**src/hdl/fbsf_pkg.sv**
```systemverilog
// ============================================================================
// fbsf_pkg: shared types and constants of the frame-store blit engine
// Command codes, register indexes, controller states and the command/status
// bundles that join the controller to the datapath.
// ============================================================================
package fbsf_pkg;

    // Default frame-store geometry (row stride and row count)
    localparam int MAX_WIDTH_DEF  = 256;
    localparam int MAX_HEIGHT_DEF = 256;

    // Field widths
    localparam int CFG_W     = 9;
    localparam int CFG_IDX_W = 1;
    localparam int COORD_W   = 11;
    localparam int CHAN_W    = 8;
    localparam int PIXEL_W   = 3 * CHAN_W;

    // Register indexes of the configuration port
    localparam logic [CFG_IDX_W-1:0] REG_SCREEN_WIDTH  = 1'd0;
    localparam logic [CFG_IDX_W-1:0] REG_SCREEN_HEIGHT = 1'd1;

    // Reset value of both screen registers
    localparam logic [CFG_W-1:0] SCREEN_RESET = 9'd256;

    typedef enum logic [1:0] {
        OP_WRITE  = 2'd0,
        OP_READ   = 2'd1,
        OP_FILL   = 2'd2,
        OP_SCROLL = 2'd3
    } op_t;

    typedef enum logic [3:0] {
        ST_CLEAR,
        ST_IDLE,
        ST_SELECT,
        ST_CLIP,
        ST_DISPATCH,
        ST_COPY,
        ST_FILL,
        ST_READ,
        ST_READ_WAIT,
        ST_RESULT
    } state_t;

    // Controller to datapath
    typedef struct packed {
        logic load;        // latch an accepted input word
        logic select;      // form the raw rectangle and the copy plan
        logic clip;        // clip the rectangle to the screen
        logic res_init;    // open the result (zero colour, empty flag)
        logic init_copy;   // load the counters for the row copy
        logic init_fill;   // load the counters for the rectangle walk
        logic copy_step;   // move one pixel and advance
        logic fill_step;   // paint one pixel and advance
        logic cap_read;    // take the read colour into the result
        logic clear_step;  // zero one store entry during the sweep
    } ctrl_cmd_t;

    // Datapath to controller
    typedef struct packed {
        logic clear_done;
        logic empty;
        logic is_read;
        logic has_copy;
        logic last;
    } dp_status_t;

endpackage

```
**src/hdl/fbsf_ctrl.sv**
```systemverilog
// ============================================================================
// fbsf_ctrl: command sequencer of the blit engine
// Runs the clearing sweep, takes one word at a time, steps the datapath
// through plan, copy, fill or read, and presents the result word.
// ============================================================================
module fbsf_ctrl (
    input  logic                   clk,
    input  logic                   rst_n,
    input  logic                   in_valid,
    output logic                   in_stall,
    output logic                   out_valid,
    input  logic                   out_stall,
    input  fbsf_pkg::dp_status_t   status,
    output fbsf_pkg::ctrl_cmd_t    cmd
);

    fbsf_pkg::state_t state_reg;
    fbsf_pkg::state_t state_next;

    // Hold the state
    always_ff @(posedge clk or negedge rst_n)
    begin
        if (!rst_n)
        begin
            state_reg <= fbsf_pkg::ST_CLEAR;
        end
        else
        begin
            state_reg <= state_next;
        end
    end

    // Choose the next state
    always_comb
    begin
        state_next = state_reg;
        case (state_reg)
            fbsf_pkg::ST_CLEAR:
            begin
                if (status.clear_done)
                begin
                    state_next = fbsf_pkg::ST_IDLE;
                end
            end
            fbsf_pkg::ST_IDLE:
            begin
                if (in_valid)
                begin
                    state_next = fbsf_pkg::ST_SELECT;
                end
            end
            fbsf_pkg::ST_SELECT:
            begin
                state_next = fbsf_pkg::ST_CLIP;
            end
            fbsf_pkg::ST_CLIP:
            begin
                state_next = fbsf_pkg::ST_DISPATCH;
            end
            fbsf_pkg::ST_DISPATCH:
            begin
                if (status.empty)
                begin
                    state_next = fbsf_pkg::ST_RESULT;
                end
                else if (status.has_copy)
                begin
                    state_next = fbsf_pkg::ST_COPY;
                end
                else if (status.is_read)
                begin
                    state_next = fbsf_pkg::ST_READ;
                end
                else
                begin
                    state_next = fbsf_pkg::ST_FILL;
                end
            end
            fbsf_pkg::ST_COPY:
            begin
                if (status.last)
                begin
                    state_next = fbsf_pkg::ST_FILL;
                end
            end
            fbsf_pkg::ST_FILL:
            begin
                if (status.last)
                begin
                    state_next = fbsf_pkg::ST_RESULT;
                end
            end
            fbsf_pkg::ST_READ:
            begin
                state_next = fbsf_pkg::ST_READ_WAIT;
            end
            fbsf_pkg::ST_READ_WAIT:
            begin
                state_next = fbsf_pkg::ST_RESULT;
            end
            fbsf_pkg::ST_RESULT:
            begin
                if (!out_stall)
                begin
                    state_next = fbsf_pkg::ST_IDLE;
                end
            end
            default:
            begin
                state_next = fbsf_pkg::ST_IDLE;
            end
        endcase
    end

    // Drive the datapath commands and the handshakes
    always_comb
    begin
        cmd       = '0;
        in_stall  = (state_reg != fbsf_pkg::ST_IDLE);
        out_valid = (state_reg == fbsf_pkg::ST_RESULT);
        case (state_reg)
            fbsf_pkg::ST_CLEAR:
            begin
                cmd.clear_step = 1'b1;
            end
            fbsf_pkg::ST_IDLE:
            begin
                cmd.load = in_valid;
            end
            fbsf_pkg::ST_SELECT:
            begin
                cmd.select = 1'b1;
            end
            fbsf_pkg::ST_CLIP:
            begin
                cmd.clip = 1'b1;
            end
            fbsf_pkg::ST_DISPATCH:
            begin
                cmd.res_init  = 1'b1;
                cmd.init_copy = !status.empty && status.has_copy;
                cmd.init_fill = !status.empty && !status.has_copy;
            end
            fbsf_pkg::ST_COPY:
            begin
                // The uncovered rows follow the last copied pixel
                cmd.copy_step = 1'b1;
                cmd.init_fill = status.last;
            end
            fbsf_pkg::ST_FILL:
            begin
                cmd.fill_step = 1'b1;
            end
            fbsf_pkg::ST_READ_WAIT:
            begin
                cmd.cap_read = 1'b1;
            end
            default:
            begin
                cmd = '0;
            end
        endcase
    end

endmodule

```
**config.mk**
```make
export PLATFORM = sky130hd
export DESIGN_NAME = fbsf_ctrl
export DESIGN_NICKNAME = d
export VERILOG_FILES = /design/src/hdl/fbsf_pkg.sv /design/src/hdl/fbsf_ctrl.sv
export SDC_FILE = /design/constraint.sdc
export NUM_CORES = 1
export LEC_CHECK = 0
export BUFFER_PORTS_ARGS = -buffer_cell sky130_fd_sc_hd__buf_2
export CORE_AREA = 5 5 42 44
export DETAILED_ROUTE_END_ITERATION = 10
export DIE_AREA = 0 0 47 49
export PLACE_DENSITY = 0.58
export SLEW_MARGIN = 20
export SYNTH_ARGS = -nofsm -noshare
export SYNTH_HDL_FRONTEND = slang
export SYNTH_SLANG_ARGS = --single-unit
```
**constraint.sdc**
```tcl
create_clock -name clk -period 3.4 [get_ports clk]
set_input_delay 0.34 -clock clk [delete_from_list [all_inputs] [get_ports clk]]
set_output_delay 0.34 -clock clk [all_outputs]
set_load 0.03 [all_outputs]
```
After elaboration in Yosys (flattened, before gate mapping)
Index checks and enable logic that the tools add are counted.

Register bits: 4. Latch bits: 0. Memory bits (writable): 0. Bits in read-only memories: 0. Input bits: 9. Output and inout port bits: 12. Memories: 0.

Add/sub/neg operators: 0. $mul: 0. Divide/modulo/power cells: 0. Order comparisons: 0. Eq/ne operators: 15. Shift-type cells: 0. Mux-type cells: 18. Bitwise logic cells: 0. Reductions and logical operators: 6.

Operators by type and width (number): 4-bit one-hot mux with 10 select lines (1); 4-bit two-way mux (6); 4-bit by 3-bit equality test with 1-bit output (second input constant) (4); 2-bit != test (second input constant) (5); 4-bit by 2-bit equality test with 1-bit output (second input constant) (2); 4-bit equality test (second input constant) (2); 1-bit two-way mux (8); 5-bit AND reduction (1); 4-bit by 1-bit equality test with 1-bit output (second input constant) (1); 4-bit logical NOT (1); 2-bit two-way mux (2); 4-bit by 1-bit != test with 1-bit output (second input constant) (1); 1-bit logical AND (2); 1-bit logical NOT (2); 1-bit one-hot mux with 2 select lines (1).

Depth between registers and ports, before layout
Depth after elaboration: 4. Mapped depth: 5. Mapped depth without buffers: 4.

Least setup slack after synthesis
Ideal clock, no wire load.

Path kind: flip-flop to output port. From: reg state_reg[1]. To: out cmd[0] (netlist name). Data arrival time: 1571 ps. Path slack: 1489 ps. Cell stages (with the launch flop): 3. Path buffers: 1. Cells stage by stage: dfrtp_1 -> buf_2 -> nor4_1.

RTL lines: from (decl) (line fbsf_ctrl.sv:17) `fbsf_pkg::state_t state_reg;`; from (signal assigned) (line fbsf_ctrl.sv:25) `state_reg <= fbsf_pkg::ST_CLEAR;`; from (signal assigned) (line fbsf_ctrl.sv:29) `state_reg <= state_next;`; to (decl) (line fbsf_ctrl.sv:14) `output fbsf_pkg::ctrl_cmd_t cmd`.

==> flow_summary_export.csv <==
group,metric,value,unit
outcome,status,"completed",
power_and_ir_drop,share_comb_of_total_power,61.1,%
run,drv_cap,0,
global_routing,grt_pass1_vias,450,
power_and_ir_drop,clkPwrFrac,11.6,%
clock_tree,clkTransAtPathRegs,0.04,ns
clock_tree,htreeDepth,1,
sta,setup-violations-final,0,
logic_synthesis,synthTopCellsByArea,"dfrtp_1, nor3_1, nor2_1, mux2i_1, and3_1",
worst_setup_path,worst-path-stages,3,
sta,worstMarginPinSlew,0.458,ns
worst_setup_path,cp-end-kind,"output port",
layout,diodes,0,
clock_tree,root_buffer,"clkbuf_4",
sta,finalClockSkew,0.00361,ns
global_routing,use_met1,15.5,%
global_routing,use_met2,14.7,%
floorplanning,ios,21,
placed_design,dpl-instance-area,487,um^2
layout,area_delta_synth_final,32.2,%
placed_design,dpl.hpwl,813,um
global_routing,grt_usage,10.7,%
layout,largest_reg_flops,4,
logic_synthesis,synth_edf_count,0,
logic_synthesis,synth.most_common_cell,"nor2_1",
sta,post-route-period-util,53.3,%
floorplanning,core_area,1400,um^2
min_path,hold_path.class,"primary input to flip-flop",
drt,first_iter_violations,3,
global_routing,grt-ovfl-total,0,
placed_design,io_buffers,20,
floorplanning,die_y,49,um
worst_setup_path,reg2regPathDepth,4,
logic_synthesis,synth-seq-cells,4,
global_routing,antenna_found_initial,0,
clock_tree,ctsResizeCount,0,
logic_synthesis,netlist_area,393,um^2
worst_setup_path,start_kind,"flip-flop",
layout,drive_above_1_share,39.4,%
drt,vias,441,
power_and_ir_drop,peakVddDrop,0.476,mV
worst_setup_path,slowest_stage,"dfrtp_1",
drt,drc,0,
power_and_ir_drop,seqPwrFrac,27.4,%
worst_setup_path,crit_required,3.06,ns
floorplanning,start_util,28.0,%
sta,fmax,552,MHz
sta,rsz0062_at_grt,"no",
worst_setup_path,crit_fanout,15,
floorplanning,die_w,47,um
clock_tree,cts_buffers,3,
logic_synthesis,synth_area_per_cell,7.70,um^2
min_path,hold-path-cell-count,2,
floorplanning,dieArea,2300,um^2
logic_synthesis,yosysSeqAreaShare,25.5,%
logic_synthesis,syn-instance-count,51,
power_and_ir_drop,power_leakage,0.270,nW
clock_tree,cts.sinks,4,
clock_tree,cts_tree,"yes",
worst_setup_path,slowest_delay,0.62,ns
power_and_ir_drop,p_int,224,uW
logic_synthesis,synth_common_cells,"nor2_1, nor3_1, dfrtp_1",
global_routing,top_usage_layer,"met1",
drt,first_pass_iters,2,
clock_tree,insertion_delay,0.23,ns
drt,vias_per_cell,5.07,
logic_synthesis,ys_async_sr_fraction,100,%
sta,slew_headroom,69.5,%
power_and_ir_drop,swShare,54.5,%
logic_synthesis,synth_area_leader_cell,"dfrtp_1",
sta,slew_violations,0,
sta,hold_viol,0,
worst_setup_path,arrival,1.47,ns
logic_synthesis,syn-num-nets,60,
drt,wire_per_inst,11.6,um
power_and_ir_drop,p_sw,268,uW
sta,min_period,1.81,ns
sta,setup_tns,0,ns
layout,nets,82,
clock_tree,clockBufferDepth,2,
global_routing,grt_max_degree,16,
drt,routed_wl,1.01,mm
logic_synthesis,synth_top_area_share,25.5,%
global_routing,met3_usage,5.17,%
logic_synthesis,synth_flop_cell,"dfrtp_1",
logic_synthesis,ys_types,24,
worst_setup_path,crit_chain,"nand2b_1 -> nor3_1 -> buf_2",
power_and_ir_drop,powerDensity,947,nW/um^2
worst_setup_path,criticalPathCategory,"flip-flop to output port",
placed_design,gp_congestion,0.788,
drt,ant_nets,0,
floorplanning,num_rows,14,
worst_setup_path,cp_num_buf_inv,1,
logic_synthesis,yosysWarnings,0,
layout,design_area,519,um^2
global_routing,grt_pass1_wl,1.89,mm
worst_setup_path,crit_family,"flip-flops",
[final timing paths]
kind                                end  slack, ns    startpoint
hold reg to reg            state_reg[2]       0.62  state_reg[3]
setup reg to reg           state_reg[1]       1.88  state_reg[1]
max in group asynchronous  state_reg[0]       2.84         rst_n
setup / recovery                 cmd[8]       1.59  state_reg[1]
min in group asynchronous  state_reg[2]       0.44         rst_n
hold / removal             state_reg[3]       0.34     out_stall
[power groups by stage]
stage	combinational [mW]	sequential, mW	clock [mW]
after detailed placement	0.302	0.135	0
final	0.300	0.135	0.0569
after global routing	0.332	0.145	0.0655
after floorplan	0.294	0.0826	0
after global placement	0.302	0.134	0
after CTS	0.305	0.134	0.0593
[per-layer routing]
metal	vias up	wire length (um)
met5	-	0
met4	0	0
met3	0	54
met2	13	481
met1	200	471
li1	228	-
[logic make-up after synthesis]
logic type      Yosys count  share of synthesized area (%)
mux                       2                           5.10
compound gates           12                           22.9
flops                     4                           25.5
xor+xnor                  1                           2.23
buf+inv                   7                           9.55
simple gates             25                           34.7
[cell type report]
cell class	instances	area, um^2
clock buffer	3	22.5
fill	162	882
inverter	3	11.3
multi-input combinational	40	255
sequential	4	100
tap	16	20.0
timing repair buffer	21	110
[per-stage QoR]
step	cells	worst slack, ns	utilization (%)	power [mW]	hold slack (ns)
after floorplan	51	1.49	-	0.376	0.0444
after global placement	83	1.84	34.7	0.436	0.150
after detailed placement	83	1.84	34.7	0.437	0.149
after CTS	87	1.58	37.1	0.498	0.339
after global routing	87	1.39	37.1	0.543	0.336
final	87	1.59	37.1	0.492	0.340
[what timing repair did]
action / 4_1_cts / 5_1_grt
endpoints found under the hold margin: 4 / 0
hold buffers: 1 / 0
buffers inserted: 0 / 0
[cell usage in the layout, fill, tap and decap left out, types with 2 or more instances in the layout]
master	count
a21oi_1	3
and3_1	3
buf_2	20
clkbuf_4	3
dfrtp_1	4
inv_1	2
mux2i_1	2
nand2b_1	3
nor2_1	8
nor3_1	6
o22ai_1	3
(Power assumes the default switching activity.)
