File: src/hdl/fbsf_pkg.sv
// ============================================================================
// fbsf_pkg: shared types and constants of the frame-store blit engine
// Command codes, register indexes, controller states and the command/status
// bundles that join the controller to the datapath.
// ============================================================================
package fbsf_pkg;

    // Default frame-store geometry (row stride and row count)
    localparam int MAX_WIDTH_DEF  = 256;
    localparam int MAX_HEIGHT_DEF = 256;

    // Field widths
    localparam int CFG_W     = 9;
    localparam int CFG_IDX_W = 1;
    localparam int COORD_W   = 11;
    localparam int CHAN_W    = 8;
    localparam int PIXEL_W   = 3 * CHAN_W;

    // Register indexes of the configuration port
    localparam logic [CFG_IDX_W-1:0] REG_SCREEN_WIDTH  = 1'd0;
    localparam logic [CFG_IDX_W-1:0] REG_SCREEN_HEIGHT = 1'd1;

    // Reset value of both screen registers
    localparam logic [CFG_W-1:0] SCREEN_RESET = 9'd256;

    typedef enum logic [1:0] {
        OP_WRITE  = 2'd0,
        OP_READ   = 2'd1,
        OP_FILL   = 2'd2,
        OP_SCROLL = 2'd3
    } op_t;

    typedef enum logic [3:0] {
        ST_CLEAR,
        ST_IDLE,
        ST_SELECT,
        ST_CLIP,
        ST_DISPATCH,
        ST_COPY,
        ST_FILL,
        ST_READ,
        ST_READ_WAIT,
        ST_RESULT
    } state_t;

    // Controller to datapath
    typedef struct packed {
        logic load;        // latch an accepted input word
        logic select;      // form the raw rectangle and the copy plan
        logic clip;        // clip the rectangle to the screen
        logic res_init;    // open the result (zero colour, empty flag)
        logic init_copy;   // load the counters for the row copy
        logic init_fill;   // load the counters for the rectangle walk
        logic copy_step;   // move one pixel and advance
        logic fill_step;   // paint one pixel and advance
        logic cap_read;    // take the read colour into the result
        logic clear_step;  // zero one store entry during the sweep
    } ctrl_cmd_t;

    // Datapath to controller
    typedef struct packed {
        logic clear_done;
        logic empty;
        logic is_read;
        logic has_copy;
        logic last;
    } dp_status_t;

endpackage

File: src/hdl/fbsf_datapath.sv
// ============================================================================
// fbsf_datapath: planning, clipping, pixel counters and store access
// Holds the screen registers and the accepted word, turns each command into
// an optional row copy plus a clipped rectangle, walks it one pixel a cycle
// and drives the frame-store ports through a one-deep write stage.
// ============================================================================
module fbsf_datapath #(
    parameter int MAX_WIDTH  = fbsf_pkg::MAX_WIDTH_DEF,
    parameter int MAX_HEIGHT = fbsf_pkg::MAX_HEIGHT_DEF
) (
    input  logic                                  clk,
    input  logic                                  rst_n,
    // Configuration port
    input  logic                                  cfg_write,
    input  logic [fbsf_pkg::CFG_IDX_W-1:0]        cfg_index,
    input  logic [fbsf_pkg::CFG_W-1:0]            cfg_data,
    // Input word
    input  logic [1:0]                            command,
    input  logic signed [fbsf_pkg::COORD_W-1:0]   left_or_x,
    input  logic signed [fbsf_pkg::COORD_W-1:0]   top_or_y,
    input  logic signed [fbsf_pkg::COORD_W-1:0]   right_edge,
    input  logic signed [fbsf_pkg::COORD_W-1:0]   bottom_edge,
    input  logic signed [fbsf_pkg::COORD_W-1:0]   scroll_rows,
    input  logic [fbsf_pkg::CHAN_W-1:0]           red,
    input  logic [fbsf_pkg::CHAN_W-1:0]           green,
    input  logic [fbsf_pkg::CHAN_W-1:0]           blue,
    // Result word
    output logic [fbsf_pkg::CHAN_W-1:0]           read_red,
    output logic [fbsf_pkg::CHAN_W-1:0]           read_green,
    output logic [fbsf_pkg::CHAN_W-1:0]           read_blue,
    output logic                                  was_clipped_empty,
    // Controller link
    input  fbsf_pkg::ctrl_cmd_t                   cmd,
    output fbsf_pkg::dp_status_t                  status,
    // Frame store
    output logic                                  ram_we,
    output logic [$clog2(MAX_WIDTH*MAX_HEIGHT)-1:0] ram_waddr,
    output logic [fbsf_pkg::PIXEL_W-1:0]          ram_wdata,
    output logic [$clog2(MAX_WIDTH*MAX_HEIGHT)-1:0] ram_raddr,
    input  logic [fbsf_pkg::PIXEL_W-1:0]          ram_rdata
);

    localparam int DEPTH = MAX_WIDTH * MAX_HEIGHT;
    localparam int AW    = $clog2(DEPTH);
    localparam int XW    = $clog2(MAX_WIDTH + 1);
    localparam int YW    = $clog2(MAX_HEIGHT + 1);
    localparam int CW    = (fbsf_pkg::CFG_W > XW) ? fbsf_pkg::CFG_W : XW;
    localparam int CH    = (fbsf_pkg::CFG_W > YW) ? fbsf_pkg::CFG_W : YW;
    localparam int MXY   = (XW > YW) ? XW : YW;
    localparam int SW    = ((MXY > fbsf_pkg::COORD_W) ? MXY : fbsf_pkg::COORD_W) + 1;

    localparam logic signed [SW-1:0] S_ZERO = '0;
    localparam logic signed [SW-1:0] S_ONE  = SW'(1);

    // Screen registers
    logic [fbsf_pkg::CFG_W-1:0] width_reg;
    logic [fbsf_pkg::CFG_W-1:0] height_reg;

    // Accepted word
    fbsf_pkg::op_t                        op_reg;
    logic signed [fbsf_pkg::COORD_W-1:0]  lx_reg;
    logic signed [fbsf_pkg::COORD_W-1:0]  ty_reg;
    logic signed [fbsf_pkg::COORD_W-1:0]  re_reg;
    logic signed [fbsf_pkg::COORD_W-1:0]  be_reg;
    logic signed [fbsf_pkg::COORD_W-1:0]  rows_reg;
    logic [fbsf_pkg::PIXEL_W-1:0]         colour_reg;

    // Plan, after the select step
    logic signed [SW-1:0] rl_reg, rr_reg, rt_reg, rb_reg;
    logic signed [SW-1:0] rl_next, rr_next, rt_next, rb_next;
    logic                 has_copy_reg, has_copy_next;
    logic                 copy_down_reg, copy_down_next;
    logic [YW-1:0]        copy_y_first_reg, copy_y_first_next;
    logic [YW-1:0]        copy_y_last_reg, copy_y_last_next;
    logic [YW-1:0]        copy_src_first_reg, copy_src_first_next;
    logic [XW-1:0]        cx_last_reg;

    // Clipped rectangle
    logic                 empty_reg, empty_next;
    logic [XW-1:0]        fx_first_reg, fx_last_reg;
    logic [YW-1:0]        fy_first_reg, fy_last_reg;
    logic signed [SW-1:0] cl, cr, ct, cb;

    // Pixel counters
    logic [XW-1:0]        x_reg, x_first_reg, x_last_reg;
    logic [YW-1:0]        y_reg, src_y_reg, y_last_reg;
    logic                 down_reg;

    // Write stage and clearing sweep
    logic                 wr_en_reg;
    logic                 wr_from_ram_reg;
    logic [AW-1:0]        wr_addr_reg;
    logic [fbsf_pkg::PIXEL_W-1:0] wr_data_reg;
    logic [AW-1:0]        clear_addr_reg;

    // Result
    logic [fbsf_pkg::PIXEL_W-1:0] res_colour_reg;
    logic                 res_empty_reg;

    logic [XW-1:0]        uw;
    logic [YW-1:0]        uh;
    logic signed [SW-1:0] uw_s, uh_s;
    logic signed [SW-1:0] lx_s, ty_s, re_s, be_s, d_s;
    logic                 big;
    logic                 step;
    logic                 row_end;

    function automatic logic [AW-1:0] pix_addr(input logic [YW-1:0] y, input logic [XW-1:0] x);
        pix_addr = AW'(y) * AW'(MAX_WIDTH) + AW'(x);
    endfunction

    // Write the screen registers
    always_ff @(posedge clk or negedge rst_n)
    begin
        if (!rst_n)
        begin
            width_reg  <= fbsf_pkg::SCREEN_RESET;
            height_reg <= fbsf_pkg::SCREEN_RESET;
        end
        else if (cfg_write)
        begin
            case (cfg_index)
                fbsf_pkg::REG_SCREEN_WIDTH:  width_reg  <= cfg_data;
                fbsf_pkg::REG_SCREEN_HEIGHT: height_reg <= cfg_data;
                default:                     width_reg  <= width_reg;
            endcase
        end
    end

    // Limit the screen to the store geometry
    always_comb
    begin
        uw   = (CW'(width_reg) > CW'(MAX_WIDTH)) ? XW'(MAX_WIDTH) : XW'(width_reg);
        uh   = (CH'(height_reg) > CH'(MAX_HEIGHT)) ? YW'(MAX_HEIGHT) : YW'(height_reg);
        uw_s = $signed(SW'(uw));
        uh_s = $signed(SW'(uh));
    end

    // Latch the accepted word
    always_ff @(posedge clk)
    begin
        if (cmd.load)
        begin
            op_reg     <= fbsf_pkg::op_t'(command);
            lx_reg     <= left_or_x;
            ty_reg     <= top_or_y;
            re_reg     <= right_edge;
            be_reg     <= bottom_edge;
            rows_reg   <= scroll_rows;
            colour_reg <= {red, green, blue};
        end
    end

    // Form the raw rectangle and the row-copy plan
    always_comb
    begin
        lx_s = SW'(lx_reg);
        ty_s = SW'(ty_reg);
        re_s = SW'(re_reg);
        be_s = SW'(be_reg);
        d_s  = SW'(rows_reg);
        big  = (d_s >= uh_s) || (d_s <= -uh_s);

        rl_next = lx_s;
        rr_next = lx_s + S_ONE;
        rt_next = ty_s;
        rb_next = ty_s + S_ONE;
        case (op_reg)
            fbsf_pkg::OP_WRITE, fbsf_pkg::OP_READ:
            begin
                rl_next = lx_s;
                rr_next = lx_s + S_ONE;
                rt_next = ty_s;
                rb_next = ty_s + S_ONE;
            end
            fbsf_pkg::OP_FILL:
            begin
                rl_next = lx_s;
                rr_next = re_s;
                rt_next = ty_s;
                rb_next = be_s;
            end
            fbsf_pkg::OP_SCROLL:
            begin
                // Uncovered rows: all of them, the top band or the bottom band
                rl_next = S_ZERO;
                rr_next = uw_s;
                if (big)
                begin
                    rt_next = S_ZERO;
                    rb_next = uh_s;
                end
                else if (d_s > S_ZERO)
                begin
                    rt_next = S_ZERO;
                    rb_next = d_s;
                end
                else
                begin
                    rt_next = uh_s + d_s;
                    rb_next = uh_s;
                end
            end
            default:
            begin
                rl_next = lx_s;
            end
        endcase

        has_copy_next  = (op_reg == fbsf_pkg::OP_SCROLL) && !big &&
                         (d_s != S_ZERO) && (uw != '0);
        copy_down_next = (d_s > S_ZERO);
        // Down: bottom row first; up: top row first
        copy_y_first_next   = copy_down_next ? YW'(uh_s - S_ONE) : '0;
        copy_y_last_next    = copy_down_next ? YW'(d_s) : YW'(uh_s + d_s - S_ONE);
        copy_src_first_next = copy_down_next ? YW'(uh_s - S_ONE - d_s) : YW'(-d_s);
    end

    always_ff @(posedge clk)
    begin
        if (cmd.select)
        begin
            rl_reg             <= rl_next;
            rr_reg             <= rr_next;
            rt_reg             <= rt_next;
            rb_reg             <= rb_next;
            has_copy_reg       <= has_copy_next;
            copy_down_reg      <= copy_down_next;
            copy_y_first_reg   <= copy_y_first_next;
            copy_y_last_reg    <= copy_y_last_next;
            copy_src_first_reg <= copy_src_first_next;
            cx_last_reg        <= uw - XW'(1);
        end
    end

    // Clip the rectangle to the screen
    always_comb
    begin
        cl = (rl_reg < S_ZERO) ? S_ZERO : rl_reg;
        cr = (rr_reg > uw_s) ? uw_s : rr_reg;
        ct = (rt_reg < S_ZERO) ? S_ZERO : rt_reg;
        cb = (rb_reg > uh_s) ? uh_s : rb_reg;
        empty_next = (cl >= cr) || (ct >= cb);
    end

    always_ff @(posedge clk)
    begin
        if (cmd.clip)
        begin
            empty_reg    <= empty_next;
            fx_first_reg <= XW'(cl);
            fx_last_reg  <= XW'(cr - S_ONE);
            fy_first_reg <= YW'(ct);
            fy_last_reg  <= YW'(cb - S_ONE);
        end
    end

    // Walk the pixels: column inner, row outer
    assign step    = cmd.copy_step || cmd.fill_step;
    assign row_end = (x_reg == x_last_reg);

    always_ff @(posedge clk)
    begin
        if (cmd.init_fill)
        begin
            x_reg       <= fx_first_reg;
            x_first_reg <= fx_first_reg;
            x_last_reg  <= fx_last_reg;
            y_reg       <= fy_first_reg;
            src_y_reg   <= fy_first_reg;
            y_last_reg  <= fy_last_reg;
            down_reg    <= 1'b0;
        end
        else if (cmd.init_copy)
        begin
            x_reg       <= '0;
            x_first_reg <= '0;
            x_last_reg  <= cx_last_reg;
            y_reg       <= copy_y_first_reg;
            src_y_reg   <= copy_src_first_reg;
            y_last_reg  <= copy_y_last_reg;
            down_reg    <= copy_down_reg;
        end
        else if (step)
        begin
            if (row_end)
            begin
                x_reg <= x_first_reg;
                if (down_reg)
                begin
                    y_reg     <= y_reg - YW'(1);
                    src_y_reg <= src_y_reg - YW'(1);
                end
                else
                begin
                    y_reg     <= y_reg + YW'(1);
                    src_y_reg <= src_y_reg + YW'(1);
                end
            end
            else
            begin
                x_reg <= x_reg + XW'(1);
            end
        end
    end

    // Issue writes through the stage; a copy takes its data from the read port
    always_ff @(posedge clk or negedge rst_n)
    begin
        if (!rst_n)
        begin
            wr_en_reg       <= 1'b0;
            wr_from_ram_reg <= 1'b0;
            clear_addr_reg  <= '0;
        end
        else
        begin
            wr_en_reg       <= cmd.clear_step || step;
            wr_from_ram_reg <= cmd.copy_step;
            if (cmd.clear_step)
            begin
                clear_addr_reg <= clear_addr_reg + AW'(1);
            end
        end
    end

    always_ff @(posedge clk)
    begin
        if (cmd.clear_step)
        begin
            wr_addr_reg <= clear_addr_reg;
            wr_data_reg <= '0;
        end
        else
        begin
            wr_addr_reg <= pix_addr(y_reg, x_reg);
            wr_data_reg <= colour_reg;
        end
    end

    assign ram_we    = wr_en_reg;
    assign ram_waddr = wr_addr_reg;
    assign ram_wdata = wr_from_ram_reg ? ram_rdata : wr_data_reg;
    assign ram_raddr = pix_addr(src_y_reg, x_reg);

    // Build the result
    always_ff @(posedge clk)
    begin
        if (cmd.res_init)
        begin
            res_colour_reg <= '0;
            res_empty_reg  <= empty_reg;
        end
        else if (cmd.cap_read)
        begin
            res_colour_reg <= ram_rdata;
        end
    end

    assign read_red          = res_colour_reg[3*fbsf_pkg::CHAN_W-1:2*fbsf_pkg::CHAN_W];
    assign read_green        = res_colour_reg[2*fbsf_pkg::CHAN_W-1:fbsf_pkg::CHAN_W];
    assign read_blue         = res_colour_reg[fbsf_pkg::CHAN_W-1:0];
    assign was_clipped_empty = res_empty_reg;

    // Report to the controller
    always_comb
    begin
        status.clear_done = (clear_addr_reg == AW'(DEPTH - 1));
        status.empty      = empty_reg;
        status.is_read    = (op_reg == fbsf_pkg::OP_READ);
        status.has_copy   = has_copy_reg;
        status.last       = row_end && (y_reg == y_last_reg);
    end

endmodule

File: config.mk
export PLATFORM = sky130hd
export DESIGN_NAME = fbsf_datapath
export DESIGN_NICKNAME = d
export VERILOG_FILES = /design/src/hdl/fbsf_pkg.sv /design/src/hdl/fbsf_datapath.sv
export SDC_FILE = /design/constraint.sdc
export NUM_CORES = 1
export LEC_CHECK = 0
export CORE_MARGIN = 2
export CORE_UTILIZATION = 30
export CTS_BUF_LIST = sky130_fd_sc_hd__clkbuf_8
export DETAILED_ROUTE_END_ITERATION = 12
export DONT_BUFFER_PORTS = 1
export GPL_TIMING_DRIVEN = 0
export PLACE_DENSITY_LB_ADDON = 0.1
export SYNTH_ARGS = -nofsm -noshare
export SYNTH_HDL_FRONTEND = slang
export SYNTH_SLANG_ARGS = --single-unit
File: constraint.sdc
create_clock -name clk -period 3.9 [get_ports clk]
set_input_delay 0.975 -clock clk [delete_from_list [all_inputs] [get_ports clk]]
set_output_delay 0.975 -clock clk [all_outputs]
set_load 0.1 [all_outputs]
**Word level (Yosys, flattened, before mapping)**

Index checks and enable logic that the tools add are counted.

- Output and inout bits: 87
- Logic and storage cells: 133
- Memories: 0
- Flip-flop bits (word level): 360
- Bits in read-only memories: 0
- Latch bits: 0
- RAM bits: 0

- Multiplexer cells: 38
- Bitwise operators: 1
- Multipliers: 0
- Div/mod/pow operators: 0
- Add/sub/neg operators: 19
- Shifts and indexed selects: 0
- Magnitude comparators: 11
- Equality and inequality tests: 6
- Reductions and logical operators: 20

Operators by type and width:

| cell | number |
|---|---|
| $mux W9 | 24 |
| $mux W12 | 8 |
| $pmux W12 S3 | 2 |
| $pmux W12 S2 | 2 |
| $sub A9 B1 Y9 const B | 4 |
| $add A16 B9 Y16 | 2 |
| $add A9 B1 Y9 const B | 3 |
| $sub A9 B2 Y9 const B | 3 |
| $add A11 B2 Y12 const B | 2 |
| $ge A12 B12 Y1 | 2 |
| $gt A12 B10 Y1 | 2 |
| $lt A12 B1 Y1 const B | 2 |
| $mux W24 | 1 |
| $eq A9 B9 Y1 | 2 |
| $gt A9 B9 Y1 const B | 2 |
| $add A16 B1 Y16 const B | 1 |
| $eq A16 B16 Y1 const B | 1 |
| $mux W16 | 1 |
| $add A10 B11 Y12 | 1 |
| $le A11 B12 Y1 | 1 |
| $neg A9 Y12 | 1 |
| $reduce_bool A12 Y1 | 1 |
| $ge A11 B10 Y1 | 1 |
| $gt A11 B1 Y1 const B | 1 |
| 15 further kinds | 25 |

**Longest topological paths before layout**

- Depth after elaboration: 9
- Depth in mapped cells: 21
- Depth with buffers taken out: 18

**Worst setup path before layout**

OpenSTA, ideal clock, no wires.

- Kind: reg-to-reg
- Start point: register height_reg[8] (netlist name)
- End point: register empty_reg (data pin)
- Slack: -0.326 ns
- Data required time: 3.629 ns
- Clock period less this slack: 4.226 ns
- Arrival time: 3.955 ns
- Buffers on the path: 1
- Setup time: 0.271 ns
- Stages on the path, launching flop included: 20
- Cell sequence: dfstp_2 -> clkbuf_1 -> nor2b_1 -> inv_1 -> ha_1 -> nor2b_1 -> o21a_1 -> o21a_1 -> o21a_1 -> o21ai_2 -> mux2i_1 -> inv_1 -> ha_1 -> nand2b_1 -> a21o_1 -> a21o_1 -> a211oi_1 -> o31ai_1 -> a221oi_1 -> o211ai_1

- Longest elaborated chain between the ends: 6

RTL lines:

| item | RTL line | RTL |
|---|---|---|
| from (decl) | fbsf_datapath.sv:57 | `logic [fbsf_pkg::CFG_W-1:0] height_reg;` |
| from (signal assigned) | fbsf_datapath.sv:118 | `height_reg <= fbsf_pkg::SCREEN_RESET;` |
| from (signal assigned) | fbsf_datapath.sv:124 | `fbsf_pkg::REG_SCREEN_HEIGHT: height_reg <= cfg_data;` |
| $gt A9 B9 Y1 | fbsf_datapath.sv:134 | `uh = (CH'(height_reg) > CH'(MAX_HEIGHT)) ? YW'(MAX_HEIGHT) : YW'(height_reg);` |
| $mux W9 (*) | fbsf_datapath.sv:134 |  |
| $gt A12 B10 Y1 | fbsf_datapath.sv:242 | `cb = (rb_reg > uh_s) ? uh_s : rb_reg;` |
| $mux W12 (*) | fbsf_datapath.sv:242 |  |
| $ge A12 B12 Y1 (*) | fbsf_datapath.sv:243 | `empty_next = (cl >= cr) \|\| (ct >= cb);` |
| $logic_or A1 B1 Y1 (*) | fbsf_datapath.sv:243 |  |
| via empty_next | fbsf_datapath.sv:79 | `logic empty_reg, empty_next;` |
| to (signal assigned) | fbsf_datapath.sv:250 | `empty_reg <= empty_next;` |
| to (decl) | fbsf_datapath.sv:79 |  |

The timed path passes the listed nets; every way through them passes the cells marked *.
A chain may end at the register's enable or synchronous reset.

**Worst setup path after layout**

Ends and elaborated chain as after synthesis.

==> results.toml <==
[sta]
fmax_mhz = 242
fin_crit_ns = 4.14
slew_violations = 0
tightestPinTransition_ns = 1.28
setup_viol = 1
rsz0062_at_grt = "true"
fin_ws_ns = -0.240
fin_worst_skew_ns = 0.0337
finalCritPeriodShare_pct = 106
setup_tns_ns = -0.240
slew_headroom_pct = 14.1
timing_hold_violations_final = 0

[synthesis]
synth-edff-count = 256
synth_top_family_by_area = "simple AND/OR/NAND/NOR gates"
async_reset_ff_share_pct = 10.1
syn_nets = 1828
synth_top_cell_by_area = "edfxtp_1"
ys_warn_count = 0
synthAdderAreaFrac_pct = 7.55
syn_area_sq_um = 18300
yosysUniqueCellTypes = 72
synth_simple_gate_area_share_pct = 13.7
synth.most_common_cell = "edfxtp_1"
synth_mux_area_share_pct = 6.60
synthDominantCellAreaShare_pct = 42.0
synth_xor_area_share_pct = 6.26
synth_area_leaders = "edfxtp_1 (42%), dfxtp_1 (7.1%), ha_1 (7.1%), dfrtp_1 (4.6%), mux2_2 (4.2%)"
seq_area_frac_synth_pct = 54.1
postSynthAreaPerCell_sq_um = 11.5
syn_inst = 1592
synth_common_cells = "edfxtp_1 (256), nor2_1 (121), ha_1 (104)"
synthFlopType = "edfxtp_1"
synth_compound_area_share_pct = 8.70
ys_seq_elements = 357

[power]
power_mw = 11.6
power.density_nw_per_um2 = 542
ir_drop_uv = 243
leakage_nw = 8.31

[route]
drtIter0Drc = 701
routed_wl_um = 51600
avgViaCountPerCell = 4.81
via_count = 12200
wl_per_cell_um = 20.4
ant_nets = 0
drt_pass1_iterations = 5
route.detailed.drc = 0

[setup_path]
cp_data_required_time_ns = 4.25
crit_chain = "clkbuf_16, nor2b_4, inv_4, ha_4, nor2b_4, o21a_1, o21a_1, o21a_1, o21ai_4, mux2i_4, inv_2, ha_4, nand2b_4, a21o_1, a21o_1, a211oi_2, o31ai_2, a221oi_2, o211ai_1"
criticalPathCategory = "flip-flop to flip-flop"
cpPeakStageDelay_ns = 0.58
crit_path_max_fanout = 5
slowest_stage = "dfstp_2"
r2r_cells = 19
r2r-end = "empty_reg"
reg2reg_slack_ns = -0.24
reg2reg_from = "height_reg[8]"
cp_common_cell = "o21a_1"
critPathLaunchType = "flip-flop"
cp-end-kind = "flip-flop"
critical_path_arrival_ns = 4.49

[grt]
grtUsageTotal_pct = 16.3
grt_pass1_wl_um = 77900
grt_pass1_vias = 12600
grt_max_degree = 85
antenna_found_initial = 0
gr-total-overflow = 0

[cts]
cts_max_level = 3
clkLatencyLatePin_ns = 0.65
clk_pin_slew_ns = 0.06
cts-root-buf = "clkbuf_8"
clock_path_buffers = 3
cts_buffers = 69
cts_tree = "built"
clock_sinks = 357

[placed_design]
gp_congestion = 0.859
dp.cells = 2375
dp_hpwl_um = 38200
portBuffers = 0

[hold_path]
hold_path_class = "primary input to asynchronous set/reset pin"

[run]
drv_cap = 0

[final_layout]
diodes = 0
drive_above_1_share_pct = 16.6
area_delta_synth_final_pct = 16.6
fin_nets = 1931
fin_cells = 2527

[floorplan]
die_x_um = 251
core_sq_um = 60400
pin_count = 215
start_util_pct = 30.3
rows = 90
die-area_sq_um = 63000
die_y_um = 251

[outcome]
run_status = "complete, but fails checks"
violations = "setup timing"
cell usage in the layout, fill, tap and decap left out, drive strengths merged, types with 4 or more instances in the layout:
master and instances:
o211ai 8, nand2b 16, clkbuf 122, o21bai 13, buf 55, nand2 84, a211oi 6, nor4 15
xnor2 77, mux2i 43, xor2 53, o21a 9, or2 6, nor2b 73, or4 4, clkinv 12
a21oi 101, mux2 69, nor3 29, edfxtp 256, and3 17, a21o 13, dfrtp 34, dfxtp 65
or3 7, and2 33, o31ai 5, nand3 45, a211o 4, nand3b 4, nand4 26, nor2 121
o21ai 70, ha 104, inv 96, a22o 7, fa 4
worst max-delay path by stage:
stage,start,to,slack [ns]
2_1_floorplan,height_reg[8],empty_reg,0.02
3_3_place_gp,height_reg[8],empty_reg,-1.41
3_5_place_dp,height_reg[8],empty_reg,-1.34
4_1_cts,height_reg[8],empty_reg,-0.30
5_1_grt,height_reg[8],empty_reg,-0.38
6_report,height_reg[8],empty_reg,-0.24
per-stage QoR:
step	hold WS, ns	instance area, sq um	setup WS, ns	utilization (%)
after floorplan	0.428	18300	0.0162	-
after CTS	0.0972	20900	-0.300	34.7
final	0.172	21300	-0.240	35.3
after detailed placement	0.436	19400	-1.34	32.1
after global routing	0.111	21300	-0.382	35.3
after global placement	0.435	19300	-1.41	32.0
critical path, delay by kind of cell, from the launching register on:
kind	cells	cell delay (ns)
buffers and inverters	3	0.30
AND/OR/NAND/NOR	3	0.31
multiplexers	1	0.30
flip-flops	1	0.58
adder cells (fa/ha/maj)	2	0.42
AO/OA/AOI/OAI	10	1.93
area by class of cell:
class | count | area, sq um
fill | 6021 | 39000
sequential | 357 | 9890
multi-input combinational | 1100 | 8230
clock buffer | 79 | 1090
tap | 782 | 978
buffer | 66 | 374
timing repair buffer | 32 | 277
inverter | 69 | 265
clock inverter | 42 | 229
power by group:
| group | switching [mW] | total (mW) | internal [mW] |
|---|---|---|---|
| Combinational | 1.62 | 2.65 | 1.03 |
| Clock | 1.65 | 3.57 | 1.92 |
| Sequential | 0.727 | 5.34 | 4.61 |
| Total | 3.99 | 11.6 | 7.56 |
cells by family (layout without fill, tap and decap cells):
logic type | count (synthesis) | count (layout)
AND/OR/NAND/NOR | 490 | 490
buffers and inverters | 135 | 288
AO/OA/AOI/OAI | 260 | 260
XOR/XNOR | 130 | 130
adder cells (fa/ha/maj) | 108 | 108
flip-flops | 357 | 357
multiplexers | 112 | 112
metal layers:
| layer | vias up | part of all wire, % | global-route usage, % |
|---|---|---|---|
| met5 | - | 0 | 0 |
| met4 | 0 | 2.5 | 4.97 |
| met3 | 90 | 6.8 | 4.39 |
| met2 | 366 | 46 | 26.6 |
| met1 | 5760 | 44 | 21.3 |
| li1 | 5934 | - | - |
what timing repair did:
action,4_1_cts,5_1_grt
setup buffers,9,20
endpoints found under the setup margin,39,31
hold endpoints to repair,34,0
pin swaps,8,16
cloned,0,1
hold buffers,1,0
resized for setup,38,55
No activity file was read; power rests on OpenSTA's default activity.
